## config.mk

```make
export PLATFORM = sky130hd
export DESIGN_NAME = turtle_pen_stepper
export DESIGN_NICKNAME = d
export VERILOG_FILES = /design/src/tps_pkg.sv /design/src/tps_cordic.sv /design/src/tps_turn_div.sv /design/src/turtle_pen_stepper.sv
export SDC_FILE = /design/constraint.sdc
export NUM_CORES = 2
export LEC_CHECK = 0
export BUFFER_PORTS_ARGS = -buffer_cell sky130_fd_sc_hd__buf_2
export CORE_MARGIN = 2
export CORE_UTILIZATION = 45
export CTS_CLUSTER_DIAMETER = 120
export DETAILED_ROUTE_END_ITERATION = 7
export GPL_ROUTABILITY_DRIVEN = 0
export PLACE_DENSITY = 0.7
export SLEW_MARGIN = 10
export SYNTH_ARGS = -nofsm -noshare
export SYNTH_HDL_FRONTEND = slang
export SYNTH_SLANG_ARGS = --single-unit
```

## constraint.sdc

```tcl
create_clock -name clk_i -period 9.5 [get_ports clk_i]
set_clock_uncertainty 0.2 [all_clocks]
set_input_delay 0.475 -clock clk_i [delete_from_list [all_inputs] [get_ports clk_i]]
set_output_delay 0.475 -clock clk_i [all_outputs]
set_load 0.05 [all_outputs]
```

## src/tps_pkg.sv

```systemverilog
// ----------------------------------------------------------------------------
// tps_pkg - shared types and constants for the turtle pen stepper
// Operation codes, register indexes, sequencer states, the CORDIC arctangent
// constants and the constants of the turn-step reciprocal divide.
// ----------------------------------------------------------------------------
package tps_pkg;

  typedef enum logic [2:0] {
    OP_MOVE_H  = 3'd0,
    OP_MOVE_V  = 3'd1,
    OP_TURN_L  = 3'd2,
    OP_TURN_R  = 3'd3,
    OP_CENTER  = 3'd4,
    OP_COLOR   = 3'd5,
    OP_RELOAD  = 3'd6,
    OP_NOP     = 3'd7
  } op_e;

  typedef enum logic [2:0] {
    CFG_START_H       = 3'd0,
    CFG_START_V       = 3'd1,
    CFG_START_HEADING = 3'd2,
    CFG_START_RED     = 3'd3,
    CFG_START_GREEN   = 3'd4,
    CFG_START_BLUE    = 3'd5
  } cfg_idx_e;

  typedef enum logic [3:0] {
    ST_IDLE,
    ST_APPLY,
    ST_TRIG,
    ST_MUL,
    ST_RND,
    ST_ADD,
    ST_DIV,
    ST_TMUL,
    ST_TURN,
    ST_DONE
  } state_e;

  // CORDIC gain compensation 0.60725293500888 in Q30
  localparam longint K_Q30 = 64'sd652032874;

  // atan(2^-i) in binary-angle units (2^32 per turn)
  localparam int unsigned ATAN_DEPTH = 31;
  localparam logic [31:0] ATAN_TAB [ATAN_DEPTH] = '{
    32'd536870912, 32'd316933406, 32'd167458907, 32'd85004756, 32'd42667331,
    32'd21354465,  32'd10679838,  32'd5340245,   32'd2670163,  32'd1335087,
    32'd667544,    32'd333772,    32'd166886,    32'd83443,    32'd41722,
    32'd20861,     32'd10430,     32'd5215,      32'd2608,     32'd1304,
    32'd652,       32'd326,       32'd163,       32'd81,       32'd41,
    32'd20,        32'd10,        32'd5,         32'd3,        32'd1,
    32'd1
  };

  // Turn step: |deg| * 2^32 / 360 = |deg| * TURN_SCALE + (|deg|*256 + 180) / 360.
  // The fractional part reduces to (|deg|*32 + 22) / 45.
  localparam logic [23:0] TURN_SCALE = 24'd11930464;
  localparam int unsigned TURN_NW    = 21;   // dividend width
  localparam int unsigned TURN_QW    = 15;   // quotient width
  localparam logic [TURN_NW-1:0] TURN_BIAS = 21'd22;
  // n / 45 as (n * TURN_RECIP) >> TURN_RSH, exact for every n below 2^TURN_NW
  localparam int unsigned        TURN_RW    = 22;
  localparam logic [TURN_RW-1:0] TURN_RECIP = 22'd2982617;
  localparam int unsigned        TURN_RSH   = 27;

endpackage

```

## src/tps_cordic.sv

```systemverilog
// ----------------------------------------------------------------------------
// tps_cordic - iterative rotation-mode CORDIC
// One add/subtract/shift stage reused over CORDIC_STEPS iterations; the quadrant
// is folded back in on the output.
// ----------------------------------------------------------------------------
module tps_cordic #(
  parameter int CORDIC_STEPS = 16,
  parameter int FRAC_BITS    = 16,
  parameter int XW           = 19
) (
  input  logic                 clk_i,
  input  logic                 rst_ni,
  input  logic                 start_i,
  input  logic [31:0]          angle_i,
  output logic                 done_o,
  output logic signed [XW-1:0] cos_o,
  output logic signed [XW-1:0] sin_o
);
  import tps_pkg::*;

  localparam int CW = (CORDIC_STEPS > 1) ? $clog2(CORDIC_STEPS) : 1;
  localparam longint X0 = (K_Q30 + (64'sd1 <<< (29 - FRAC_BITS))) >>> (30 - FRAC_BITS);

  logic signed [XW-1:0] x_q, x_d, y_q, y_d;
  logic signed [31:0]   z_q, z_d;
  logic [1:0]           quad_q;
  logic [CW-1:0]        cnt_q;
  logic                 busy_q, done_q;
  logic signed [XW-1:0] dx, dy;
  logic signed [31:0]   atan_v;

  always_comb begin
    dx     = x_q;
    dy     = y_q;
    dx     = y_q >>> cnt_q;
    dy     = x_q >>> cnt_q;
    atan_v = signed'(ATAN_TAB[5'(cnt_q)]);
    if (!z_q[31]) begin
      x_d = x_q - dx;
      y_d = y_q + dy;
      z_d = z_q - atan_v;
    end else begin
      x_d = x_q + dx;
      y_d = y_q - dy;
      z_d = z_q + atan_v;
    end
  end

  always_ff @(posedge clk_i or negedge rst_ni) begin
    if (!rst_ni) begin
      busy_q <= 1'b0;
      done_q <= 1'b0;
      cnt_q  <= '0;
    end else begin
      done_q <= 1'b0;
      if (start_i) begin
        busy_q <= 1'b1;
        cnt_q  <= '0;
      end else if (busy_q) begin
        if (cnt_q == CW'(CORDIC_STEPS - 1)) begin
          busy_q <= 1'b0;
          done_q <= 1'b1;
        end
        cnt_q <= cnt_q + 1'b1;
      end
    end
  end

  always_ff @(posedge clk_i) begin
    if (start_i) begin
      x_q    <= XW'(X0);
      y_q    <= '0;
      z_q    <= signed'({2'b00, angle_i[29:0]});
      quad_q <= angle_i[31:30];
    end else if (busy_q) begin
      x_q <= x_d;
      y_q <= y_d;
      z_q <= z_d;
    end
  end

  // rotate by the quadrant's multiple of 90 degrees
  always_comb begin
    unique case (quad_q)
      2'd0: begin cos_o = x_q;  sin_o = y_q;  end
      2'd1: begin cos_o = -y_q; sin_o = x_q;  end
      2'd2: begin cos_o = -x_q; sin_o = -y_q; end
      default: begin cos_o = y_q; sin_o = -x_q; end
    endcase
  end

  assign done_o = done_q;

endmodule

```

## src/tps_turn_div.sv

```systemverilog
// ----------------------------------------------------------------------------
// tps_turn_div - divide by a constant through a reciprocal multiply
// Gives the fractional part of the turn step in the cycle after the operand is
// captured.
// ----------------------------------------------------------------------------
module tps_turn_div (
  input  logic                         clk_i,
  input  logic                         rst_ni,
  input  logic                         start_i,
  input  logic [tps_pkg::TURN_NW-1:0]  dividend_i,
  output logic                         done_o,
  output logic [tps_pkg::TURN_QW-1:0]  quot_o
);
  import tps_pkg::*;

  localparam int PROD_W = TURN_NW + TURN_RW;

  logic [TURN_NW-1:0] num_q;
  logic [PROD_W-1:0]  prod;
  logic [TURN_QW-1:0] quot_q;
  logic               busy_q, done_q;

  assign prod = PROD_W'(num_q) * PROD_W'(TURN_RECIP);

  always_ff @(posedge clk_i or negedge rst_ni) begin
    if (!rst_ni) begin
      busy_q <= 1'b0;
      done_q <= 1'b0;
    end else begin
      done_q <= 1'b0;
      if (start_i) begin
        busy_q <= 1'b1;
      end else if (busy_q) begin
        busy_q <= 1'b0;
        done_q <= 1'b1;
      end
    end
  end

  always_ff @(posedge clk_i) begin
    if (start_i) num_q  <= dividend_i;
    if (busy_q)  quot_q <= prod[TURN_RSH +: TURN_QW];
  end

  assign done_o = done_q;
  assign quot_o = quot_q;

endmodule

```

## src/turtle_pen_stepper.sv

```systemverilog
// ----------------------------------------------------------------------------
// turtle_pen_stepper - fixed-point turtle-graphics pen
// Sequencer, pen state, move multiplier and saturation, turn update.
// ----------------------------------------------------------------------------
// A pen with a Q16.16 horizontal and vertical position, a binary-angle
// heading (2^32 per turn) and an RGB color. Each input transfer carries one
// operation and returns exactly one output transfer with the full pen state.
// Moves run the iterative CORDIC, one iteration per clock, followed by a
// multiply, a rounding stage and the saturating add. For turns a reciprocal
// multiply gives the rounded fraction of deg*2^32/360, then the whole-degree
// product and the heading update follow. Center, color, reload and the
// unused code pass only through the apply state. One item is in work at a
// time; in_stall_o is high while it is. The result sits in an output
// register, so the next input is taken while a result still waits.
// Config writes (cfg_ready_o is always high) only change the start registers;
// the pen picks them up on a reload. Writes to index 6 and up are dropped.
// ----------------------------------------------------------------------------
module turtle_pen_stepper #(
  parameter int CORDIC_STEPS = 16,
  parameter int FRAC_BITS    = 16
) (
  input  logic               clk_i,
  input  logic               rst_ni,
  // input channel
  input  logic               in_valid_i,
  output logic               in_stall_o,
  input  logic [2:0]         operation_i,
  input  logic signed [15:0] amount_i,
  input  logic signed [15:0] coord_h_i,
  input  logic signed [15:0] coord_v_i,
  input  logic [7:0]         red_in_i,
  input  logic [7:0]         green_in_i,
  input  logic [7:0]         blue_in_i,
  // output channel
  output logic               out_valid_o,
  input  logic               out_stall_i,
  output logic signed [31:0] pos_h_o,
  output logic signed [31:0] pos_v_o,
  output logic [31:0]        heading_out_o,
  output logic [7:0]         red_out_o,
  output logic [7:0]         green_out_o,
  output logic [7:0]         blue_out_o,
  output logic               saturated_o,
  // config write channel
  input  logic               cfg_valid_i,
  output logic               cfg_ready_o,
  input  logic [2:0]         cfg_index_i,
  input  logic [31:0]        cfg_data_i
);
  import tps_pkg::*;

  localparam int POS_FRAC = 16;
  localparam int XW   = FRAC_BITS + 3;              // cos/sin width
  localparam int PW   = 16 + XW;                    // amount * trig
  localparam int DW   = PW + 9;                     // delta / sum width
  localparam int SH_R = (FRAC_BITS >= POS_FRAC) ? FRAC_BITS - POS_FRAC : 0;
  localparam int SH_L = (FRAC_BITS <  POS_FRAC) ? POS_FRAC - FRAC_BITS : 0;
  localparam logic signed [DW-1:0] HALF    = DW'((64'sd1 <<< SH_R) >>> 1);
  localparam logic signed [DW-1:0] POS_MAX = DW'(64'sd2147483647);
  localparam logic signed [DW-1:0] POS_MIN = DW'(-64'sd2147483648);

  // --------------------------------------------------------------------------
  // config registers
  // --------------------------------------------------------------------------
  logic signed [31:0] start_h_q, start_v_q;
  logic [31:0]        start_heading_q;
  logic [7:0]         start_red_q, start_green_q, start_blue_q;

  assign cfg_ready_o = 1'b1;

  always_ff @(posedge clk_i or negedge rst_ni) begin
    if (!rst_ni) begin
      start_h_q       <= '0;
      start_v_q       <= '0;
      start_heading_q <= '0;
      start_red_q     <= '0;
      start_green_q   <= '0;
      start_blue_q    <= '0;
    end else if (cfg_valid_i && cfg_ready_o) begin
      unique case (cfg_idx_e'(cfg_index_i))
        CFG_START_H:       start_h_q       <= signed'(cfg_data_i);
        CFG_START_V:       start_v_q       <= signed'(cfg_data_i);
        CFG_START_HEADING: start_heading_q <= cfg_data_i;
        CFG_START_RED:     start_red_q     <= cfg_data_i[7:0];
        CFG_START_GREEN:   start_green_q   <= cfg_data_i[7:0];
        CFG_START_BLUE:    start_blue_q    <= cfg_data_i[7:0];
        default: ;
      endcase
    end
  end

  // --------------------------------------------------------------------------
  // sequencer
  // --------------------------------------------------------------------------
  state_e state_q, state_d;
  logic   in_acc, out_load, out_valid_q, out_valid_d;
  logic   cordic_start, cordic_done, div_start, div_done;
  op_e    op_in, op_q;

  assign op_in  = op_e'(operation_i);
  assign in_acc = in_valid_i && !in_stall_o;
  assign out_load = (state_q == ST_DONE) && (!out_valid_q || !out_stall_i);

  always_comb begin
    state_d = state_q;
    unique case (state_q)
      ST_IDLE: begin
        if (in_acc) begin
          if (op_in == OP_MOVE_H || op_in == OP_MOVE_V)      state_d = ST_TRIG;
          else if (op_in == OP_TURN_L || op_in == OP_TURN_R) state_d = ST_DIV;
          else                                               state_d = ST_APPLY;
        end
      end
      ST_APPLY: state_d = ST_DONE;
      ST_TRIG:  if (cordic_done) state_d = ST_MUL;
      ST_MUL:   state_d = ST_RND;
      ST_RND:   state_d = ST_ADD;
      ST_ADD:   state_d = ST_DONE;
      ST_DIV:   if (div_done) state_d = ST_TMUL;
      ST_TMUL:  state_d = ST_TURN;
      ST_TURN:  state_d = ST_DONE;
      ST_DONE:  if (out_load) state_d = ST_IDLE;
      default:  state_d = ST_IDLE;
    endcase
  end

  always_comb begin
    in_stall_o   = (state_q != ST_IDLE);
    cordic_start = 1'b0;
    div_start    = 1'b0;
    if (state_q == ST_IDLE && in_valid_i) begin
      cordic_start = (op_in == OP_MOVE_H || op_in == OP_MOVE_V);
      div_start    = (op_in == OP_TURN_L || op_in == OP_TURN_R);
    end
  end

  always_comb begin
    out_valid_d = out_valid_q;
    if (out_valid_q && !out_stall_i) out_valid_d = 1'b0;
    if (out_load)                    out_valid_d = 1'b1;
  end

  always_ff @(posedge clk_i or negedge rst_ni) begin
    if (!rst_ni) begin
      state_q     <= ST_IDLE;
      out_valid_q <= 1'b0;
    end else begin
      state_q     <= state_d;
      out_valid_q <= out_valid_d;
    end
  end

  // --------------------------------------------------------------------------
  // captured input item
  // --------------------------------------------------------------------------
  logic signed [15:0] amount_q, coord_h_q, coord_v_q;
  logic [7:0]         red_q, green_q, blue_q;
  logic [15:0]        mag_in, mag_q;

  assign mag_in = amount_i[15] ? 16'(-amount_i) : amount_i;

  always_ff @(posedge clk_i) begin
    if (in_acc) begin
      op_q      <= op_in;
      amount_q  <= amount_i;
      mag_q     <= mag_in;
      coord_h_q <= coord_h_i;
      coord_v_q <= coord_v_i;
      red_q     <= red_in_i;
      green_q   <= green_in_i;
      blue_q    <= blue_in_i;
    end
  end

  // --------------------------------------------------------------------------
  // iterative units
  // --------------------------------------------------------------------------
  logic signed [XW-1:0] cos_v, sin_v;
  logic [TURN_QW-1:0]   quot;
  logic [31:0]          heading_q;

  tps_cordic #(
    .CORDIC_STEPS (CORDIC_STEPS),
    .FRAC_BITS    (FRAC_BITS),
    .XW           (XW)
  ) u_cordic (
    .clk_i   (clk_i),
    .rst_ni  (rst_ni),
    .start_i (cordic_start),
    .angle_i (heading_q),
    .done_o  (cordic_done),
    .cos_o   (cos_v),
    .sin_o   (sin_v)
  );

  tps_turn_div u_turn_div (
    .clk_i      (clk_i),
    .rst_ni     (rst_ni),
    .start_i    (div_start),
    .dividend_i ({mag_in, 5'd0} + TURN_BIAS),
    .done_o     (div_done),
    .quot_o     (quot)
  );

  // --------------------------------------------------------------------------
  // move datapath: multiply, round to Q16, saturating add
  // --------------------------------------------------------------------------
  logic signed [XW-1:0] trig_sel;
  logic signed [PW-1:0] prod_q;
  logic signed [DW-1:0] delta_d, delta_q, pen_sel, sum;
  logic signed [31:0]   pen_h_q, pen_v_q, sum_sat;
  logic                 clip, sat_q;
  logic [31:0]          step_q, step_signed;

  assign trig_sel = (op_q == OP_MOVE_H) ? cos_v : sin_v;
  // round half up on a floor shift, or exact widen when FRAC_BITS < 16
  assign delta_d  = ((DW'(prod_q) + HALF) >>> SH_R) <<< SH_L;
  assign pen_sel  = (op_q == OP_MOVE_H) ? DW'(pen_h_q) : DW'(pen_v_q);
  assign sum      = pen_sel + delta_q;

  always_comb begin
    clip    = 1'b1;
    if (sum > POS_MAX)      sum_sat = 32'sh7FFF_FFFF;
    else if (sum < POS_MIN) sum_sat = 32'sh8000_0000;
    else begin
      sum_sat = sum[31:0];
      clip    = 1'b0;
    end
  end

  always_ff @(posedge clk_i) begin
    if (state_q == ST_MUL)  prod_q  <= amount_q * trig_sel;
    if (state_q == ST_RND)  delta_q <= delta_d;
    // integer part times TURN_SCALE plus the rounded fraction, mod 2^32
    if (state_q == ST_TMUL) step_q  <= 32'((40'(mag_q) * 40'(TURN_SCALE)) + 40'(quot));
  end

  assign step_signed = amount_q[15] ? (32'd0 - step_q) : step_q;

  // --------------------------------------------------------------------------
  // pen state
  // --------------------------------------------------------------------------
  logic [7:0] pen_red_q, pen_green_q, pen_blue_q;

  always_ff @(posedge clk_i or negedge rst_ni) begin
    if (!rst_ni) begin
      pen_h_q     <= '0;
      pen_v_q     <= '0;
      heading_q   <= '0;
      pen_red_q   <= '0;
      pen_green_q <= '0;
      pen_blue_q  <= '0;
      sat_q       <= 1'b0;
    end else begin
      if (in_acc) sat_q <= 1'b0;
      unique case (state_q)
        ST_APPLY: begin
          if (op_q == OP_CENTER) begin
            pen_h_q <= {coord_h_q, 16'd0};
            pen_v_q <= {coord_v_q, 16'd0};
          end else if (op_q == OP_COLOR) begin
            pen_red_q   <= red_q;
            pen_green_q <= green_q;
            pen_blue_q  <= blue_q;
          end else if (op_q == OP_RELOAD) begin
            pen_h_q     <= start_h_q;
            pen_v_q     <= start_v_q;
            heading_q   <= start_heading_q;
            pen_red_q   <= start_red_q;
            pen_green_q <= start_green_q;
            pen_blue_q  <= start_blue_q;
          end
        end
        ST_ADD: begin
          if (op_q == OP_MOVE_H) pen_h_q <= sum_sat;
          else                   pen_v_q <= sum_sat;
          sat_q <= clip;
        end
        ST_TURN: begin
          if (op_q == OP_TURN_L) heading_q <= heading_q - step_signed;
          else                   heading_q <= heading_q + step_signed;
        end
        default: ;
      endcase
    end
  end

  // --------------------------------------------------------------------------
  // output register
  // --------------------------------------------------------------------------
  always_ff @(posedge clk_i) begin
    if (out_load) begin
      pos_h_o       <= pen_h_q;
      pos_v_o       <= pen_v_q;
      heading_out_o <= heading_q;
      red_out_o     <= pen_red_q;
      green_out_o   <= pen_green_q;
      blue_out_o    <= pen_blue_q;
      saturated_o   <= sat_q;
    end
  end

  assign out_valid_o = out_valid_q;

  // --------------------------------------------------------------------------
  // assertions
  // --------------------------------------------------------------------------
  a_out_from_done: assert property (@(posedge clk_i) disable iff (!rst_ni)
    $rose(out_valid_o) |-> $past(state_q == ST_DONE))
    else $error("result presented without finishing an item");

  a_cordic_in_trig: assert property (@(posedge clk_i) disable iff (!rst_ni)
    cordic_done |-> (state_q == ST_TRIG))
    else $error("CORDIC finished outside a move");

  a_div_in_div: assert property (@(posedge clk_i) disable iff (!rst_ni)
    div_done |-> (state_q == ST_DIV))
    else $error("turn divider finished outside a turn");

  a_sat_at_rail: assert property (@(posedge clk_i) disable iff (!rst_ni)
    (out_valid_o && saturated_o) |->
      (pos_h_o == 32'sh7FFF_FFFF || pos_h_o == 32'sh8000_0000 ||
       pos_v_o == 32'sh7FFF_FFFF || pos_v_o == 32'sh8000_0000))
    else $error("saturation flagged with no position at a rail");

endmodule

```

* Word-level counts from Yosys, hierarchy flattened
Memories as Yosys holds them, arrays and structs flattened. Cells that the tools add are included.
Word-level totals: output and inout port bits 124, input port bits 115, memories kept 1, register bits after elaboration 676, word-level logic and storage cells 203, memory bits (read-only) 1024
Memories:
- (no name shown) | words 32, bits a word 32, rd ports 1, clocked after Yosys merged registers in 0, wr ports 0, RTL line tps_cordic.sv:37 | atan_v = signed'(ATAN_TAB[5'(cnt_q)]);
Operators by class: eq/ne operators 35, bitwise logic cells 2, $mul 3, reductions and logical operators 34, mux-type cells 62, $lt $le $gt $ge 3, shift-type cells 2, add/sub/neg operators 16
Operators by type and width (count):
- 2-to-1 mux 32 bit | 18
- one-hot mux 32 bit (2 select lines) | 3
- one-hot mux 19 bit (3 select lines) | 2
- adder 32 bit | 2
- subtractor 32 bit | 2
- 2-to-1 mux 30 bit | 2
- 2-to-1 mux 19 bit | 3
- 2-to-1 mux 8 bit | 6
- adder 44 x 35 -> 44 bit | 1
- greater-than comparator 44 x 32 -> 1 bit, second input constant | 1
- < comparator 44 x 32 -> 1 bit, second input constant | 1
- 2-to-1 mux 44 bit | 1
- multiplier 21 x 22 -> 42 bit, second input constant | 1
- adder 19 bit | 2
- negation 19 bit | 2
- >>> shifter 19 x 4 -> 19 bit | 2
- subtractor 19 bit | 2
- multiplier 16 x 19 -> 35 bit | 1
- adder 32 x 15 -> 32 bit | 1
- one-hot mux 4 bit (8 select lines) | 1
- subtractor 1 x 32 -> 32 bit, first input constant | 1
- multiplier 16 x 19 -> 27 bit, second input constant | 1
- 2-to-1 mux 4 bit | 6
- adder 21 x 5 -> 21 bit, second input constant | 1
- 32 further kinds | 94

* Longest topological paths before layout
depth after elaboration 8, mapped depth 34

* Hierarchy
Synthesis repeated with hierarchy kept, for this count alone.
Unflattened totals: cells, all modules 6093, area, all modules 61018.5 sq um
Modules (own cells, without submodules):
- turtle_pen_stepper | cells an instance 3959, area an instance 42156.7 sq um, times used 1
- tps_cordic | cells an instance 1416, area an instance 11219.5 sq um, times used 1
- tps_turn_div | cells an instance 718, area an instance 7642.3 sq um, times used 1

* Worst setup path before layout
No wires, ideal clock.
kind reg2reg, from register u_cordic.y_q[1], to register prod_q[33], data pin, stages on the path, launching flop included 34, arrival time 8.240 ns, library setup time 0.260 ns, path slack 0.799 ns, path buffers 1, cells stage by stage dfxtp_1 > inv_1 > ha_1 > or3b_1 > or4_1 > nor2_1 > nand2_1 > nor3_1 > xnor2_1 > o311ai_0 > o21ai_1 > o21a_1 > clkbuf_1 > nand2_1 > fa_1 > fa_1 > fa_1 > inv_1 > fa_1 > fa_1 > inv_1 > fa_1 > inv_1 > ha_1 > a21o_1 > a21o_1 > a211o_1 > or3_1 > a211oi_1 > nor3_1 > a21o_1 > o221ai_1 > mux2i_1 > nand2_1
On the way: longest elaborated chain between the ends 4
RTL lines:
- start: declaration | RTL line tps_cordic.sv:24 | logic signed [XW-1:0] x_q, x_d, y_q, y_d;
- start signal: assignment | RTL line tps_cordic.sv:77 | y_q <= y_d;
- negation 19 bit | RTL line tps_cordic.sv:86, tps_cordic.sv:87
- one-hot mux 19 bit (3 select lines) | RTL line tps_cordic.sv:84 | unique case (quad_q)
- 2-to-1 mux 19 bit * | RTL line turtle_pen_stepper.sv:215 | assign trig_sel = (op_q == OP_MOVE_H) ? cos_v : sin_v;
- multiplier 16 x 19 -> 35 bit * | RTL line turtle_pen_stepper.sv:232 | if (state_q == ST_MUL) prod_q <= amount_q * trig_sel;
- end signal: assignment | RTL line turtle_pen_stepper.sv:232
- end: declaration | RTL line turtle_pen_stepper.sv:209 | logic signed [PW-1:0] prod_q;
Mark *: on every way between the ends. The rest lies on a longest branch, timed or not. A chain may end at the register's enable or synchronous reset.

* Final worst setup path
from register u_cordic.y_q[0], to register prod_q[33], data pin
The elaborated chain is that of the path after synthesis.

==> flow_metrics.tcl <==
set metrics [dict create \
    synth.cell_area_um2 58500 \
    cp_max_fo 7 \
    synthDominantCellAreaShare_pct 19.3 \
    final.fill_count 11388 \
    setup_viol 0 \
    synth_seq_area_share_pct 31.5 \
    grt_remaining_overflow 0 \
    initialDrtViolationCount 3891 \
    critical_path_buf_inv_count 4 \
    clk_pin_slew_worst_paths_ns 0.06 \
    worst-setup-path-type "reg2reg" \
    floorplan.initialDensity_pct 45.3 \
    min_period_ns 9.00 \
    portBuffers 237 \
    primary_flip_flop_cell_chosen_by_synthesis_mapping "sky130_fd_sc_hd__edfxtp_1" \
    die_x_um 365 \
    number_of_h_tree_branching_levels 3 \
    max_cap_violations 0 \
    hold_class "in2reg" \
    clock_insertion_delay_worst_skew_ns 0.69 \
    first_global_vias 44242 \
    syn-instance-count 5850 \
    routedWlPerCell_um 20.0 \
    holdWs_ns 0.0121 \
    synth_async_sr_flop_share_pct 37.9 \
    setup.worst_path.start_class "flop" \
    crit_arrival_ns 9.21 \
    p_r_area_growth_vs_syn_pct 11.6 \
    die_y_um 365 \
    final.period_utilization_pct 94.7 \
    max-slew-margin-rel_pct 23.0 \
    drc 0 \
    post_layout_net_count 7197 \
    netlist-cell-type-count 94 \
    postSynthAreaPerCell_um2 10.0 \
    globalRouteTotalUtil_pct 23.8 \
    largest_net_degree_at_the_start_of_global_routing 127 \
    syn_nets 6941 \
    critPathCaptureType "flop" \
    fmax_mhz 111 \
    tritoncts.num_buffers 75 \
    critPathTopFamily "adder cells" \
    core.rowCount 132 \
    die_area_um2 133000 \
    final_max_slew_viol_count 0 \
    yosysWarnings 0 \
    route.final.wire_length_um 159000 \
    worst_path_largest_cell_delay_ns 0.58 \
    place.detailed.hpwl_um 121000 \
    worstPathRequired_ns 9.71 \
    drive_above_1_share_pct 11.7 \
    global_route_wire_length_before_repair_um 249000 \
    finalHoldViolCount 0 \
    cpMaxStageDelayCell "sky130_fd_sc_hd__fa_1" \
    cts_buffer_depth 3 \
    critical_path.most_common_cell "sky130_fd_sc_hd__fa_1" \
    synth_edf_count 376 \
    floorplan.io_pins 239 \
    1st_pass_router_iterations 6 \
    synth_top_cell_by_area "sky130_fd_sc_hd__edfxtp_1" \
    worst-slew-pin-transition_ns 1.15 \
    dr_total_vias 44228 \
    postSynthRegisterBits 670 \
    detail_route.vias_per_cell 5.59 \
    tritoncts_num_sinks 670 \
    grt_antenna_before_repair 3 \
    core_area_um2 129000 \
    clock_tree_from_tritoncts "built" \
    count_of_antenna_violating_nets_left_after_detailed_routing 0 \
    cell_types_with_the_largest_area_share_after_synthesis "sky130_fd_sc_hd__edfxtp_1 19%, sky130_fd_sc_hd__fa_1 16%, sky130_fd_sc_hd__dfrtp_1 11%, sky130_fd_sc_hd__ha_1 11%, sky130_fd_sc_hd__inv_1 4.6%" \
    status "completed" \
    cts-root-buf "sky130_fd_sc_hd__clkbuf_16" \
]
cells by family after synthesis:
logic type	count (synthesis)	synth area share, %
other	1	0.00641
flip-flops	670	31.5
XOR/XNOR	365	5.46
multiplexers	278	5.95
buffers and inverters	963	6.21
adder cells (fa/ha/maj)	976	26.9
AND/OR/NAND/NOR	1498	12.1
AO/OA/AOI/OAI	1099	11.8
cells in the final DEF (no fill, tap or decap), types with 85 or more instances in the layout:
master	count
sky130_fd_sc_hd__and2_1	166
sky130_fd_sc_hd__a21oi_1	363
sky130_fd_sc_hd__nand2_1	532
sky130_fd_sc_hd__xnor2_1	234
sky130_fd_sc_hd__a21o_1	85
sky130_fd_sc_hd__dfrtp_1	251
sky130_fd_sc_hd__edfxtp_1	376
sky130_fd_sc_hd__o21ai_0	205
sky130_fd_sc_hd__xor2_1	131
sky130_fd_sc_hd__ha_1	503
sky130_fd_sc_hd__fa_1	471
sky130_fd_sc_hd__mux2_2	158
sky130_fd_sc_hd__nor2_1	357
sky130_fd_sc_hd__buf_2	236
sky130_fd_sc_hd__nor3_1	89
sky130_fd_sc_hd__dlygate4sd3_1	109
sky130_fd_sc_hd__inv_1	708
worst paths after layout:
check / start / end / slack [ns] / cells after the start
worst max-delay path: u_cordic.y_q[0] / prod_q[33] / 0.50 / 32
worst min-delay path: cfg_data_i[6] / start_h_q[6] / 0.01 / 2
worst max register to register: u_cordic.y_q[0] / prod_q[33] / 0.50 / 32
worst min register to register: prod_q[2] / delta_q[2] / 0.20 / 0
max in group asynchronous: rst_ni / start_h_q[16] / 7.17 / 3
min in group asynchronous: rst_ni / pen_blue_q[5] / 0.31 / 2
synthesized netlist by cell type (12+ instances only):
cell type and count:
sky130_fd_sc_hd__o21bai_1 30, sky130_fd_sc_hd__dfxtp_1 40, sky130_fd_sc_hd__a21o_1 85, sky130_fd_sc_hd__or2_2 21, sky130_fd_sc_hd__ha_1 504, sky130_fd_sc_hd__a211oi_1 45
sky130_fd_sc_hd__o22ai_1 20, sky130_fd_sc_hd__nor2_1 360, sky130_fd_sc_hd__nor4_1 14, sky130_fd_sc_hd__a21oi_1 366, sky130_fd_sc_hd__dfrtp_1 254, sky130_fd_sc_hd__nand2b_1 38
sky130_fd_sc_hd__xor2_1 131, sky130_fd_sc_hd__nor3_1 92, sky130_fd_sc_hd__mux4_2 39, sky130_fd_sc_hd__fa_1 472, sky130_fd_sc_hd__clkbuf_1 209, sky130_fd_sc_hd__or4_1 14
sky130_fd_sc_hd__o211ai_1 35, sky130_fd_sc_hd__a31oi_1 83, sky130_fd_sc_hd__and3_1 35, sky130_fd_sc_hd__a31o_2 12, sky130_fd_sc_hd__o41ai_1 19, sky130_fd_sc_hd__o31ai_1 31
sky130_fd_sc_hd__nor2b_1 53, sky130_fd_sc_hd__nand4_1 18, sky130_fd_sc_hd__o21ai_0 205, sky130_fd_sc_hd__edfxtp_1 376, sky130_fd_sc_hd__o21a_1 30, sky130_fd_sc_hd__nand2_1 532
sky130_fd_sc_hd__a211o_1 12, sky130_fd_sc_hd__mux2i_1 73, sky130_fd_sc_hd__and2_1 166, sky130_fd_sc_hd__buf_1 27, sky130_fd_sc_hd__xnor2_1 234, sky130_fd_sc_hd__inv_1 711
sky130_fd_sc_hd__or3_1 47, sky130_fd_sc_hd__mux2_2 159, sky130_fd_sc_hd__nand3_1 61
through the flow:
step	utilization (%)	setup TNS (ns)	worst slack [ns]	cells	cell area, µm²
2_1_floorplan	-	0	0.799	5850	58500
6_report	50.5	0	0.504	7913	65300
5_1_grt	50.5	-0.00333	-0.00333	7911	65300
3_3_place_gp	47.6	0	0.416	7655	61600
4_1_cts	50.4	0	0.203	7903	65200
3_5_place_dp	47.6	0	0.198	7655	61600
state kept, by name, summed over array words and instances (netlist names), 19 cells and up:
register	count
delta_q	35
prod_q	35
heading_out_o	32
heading_q	32
pen_h_q	32
pen_v_q	32
pos_h_o	32
pos_v_o	32
start_h_q	32
start_heading_q	32
start_v_q	32
step_q	32
u_cordic.z_q	32
u_cordic.x_q	19
u_cordic.y_q	19
area by class of cell:
| cell class | count | area (µm²) | share of cell area [%] |
|---|---|---|---|
| Sequential cell | 670 | 18500 | 28.3 |
| Multi-Input combinational cell | 4217 | 36600 | 56.0 |
| Antenna cell | 3 | 7.51 | 0.0115 |
| Inverter | 714 | 2690 | 4.11 |
| Clock inverter | 42 | 452 | 0.692 |
| Tap cell | 1742 | 2180 | 3.34 |
| Clock buffer | 97 | 2050 | 3.14 |
| Timing Repair Buffer | 428 | 2900 | 4.45 |
repair_timing:
action,CTS,global route
setup buffers,0,7
resized for setup,0,9
hold buffers,109,0
endpoints found under the setup margin,0,6
endpoints found under the hold margin,311,0
routing by layer:
layer	vias up	part of all wire [%]	global-route usage, %	wire (µm)
li1	20520	-	-	-
met1	21731	43	31.8	68100
met2	1670	46	38.8	73300
met3	305	6.9	3.73	11000
met4	2	3.8	9.06	6090
met5	-	0.0082	0	13
Power is left out: the tool's default activity adds up to more than one toggle a clock period on the data nets, which glitch-free logic cannot reach.
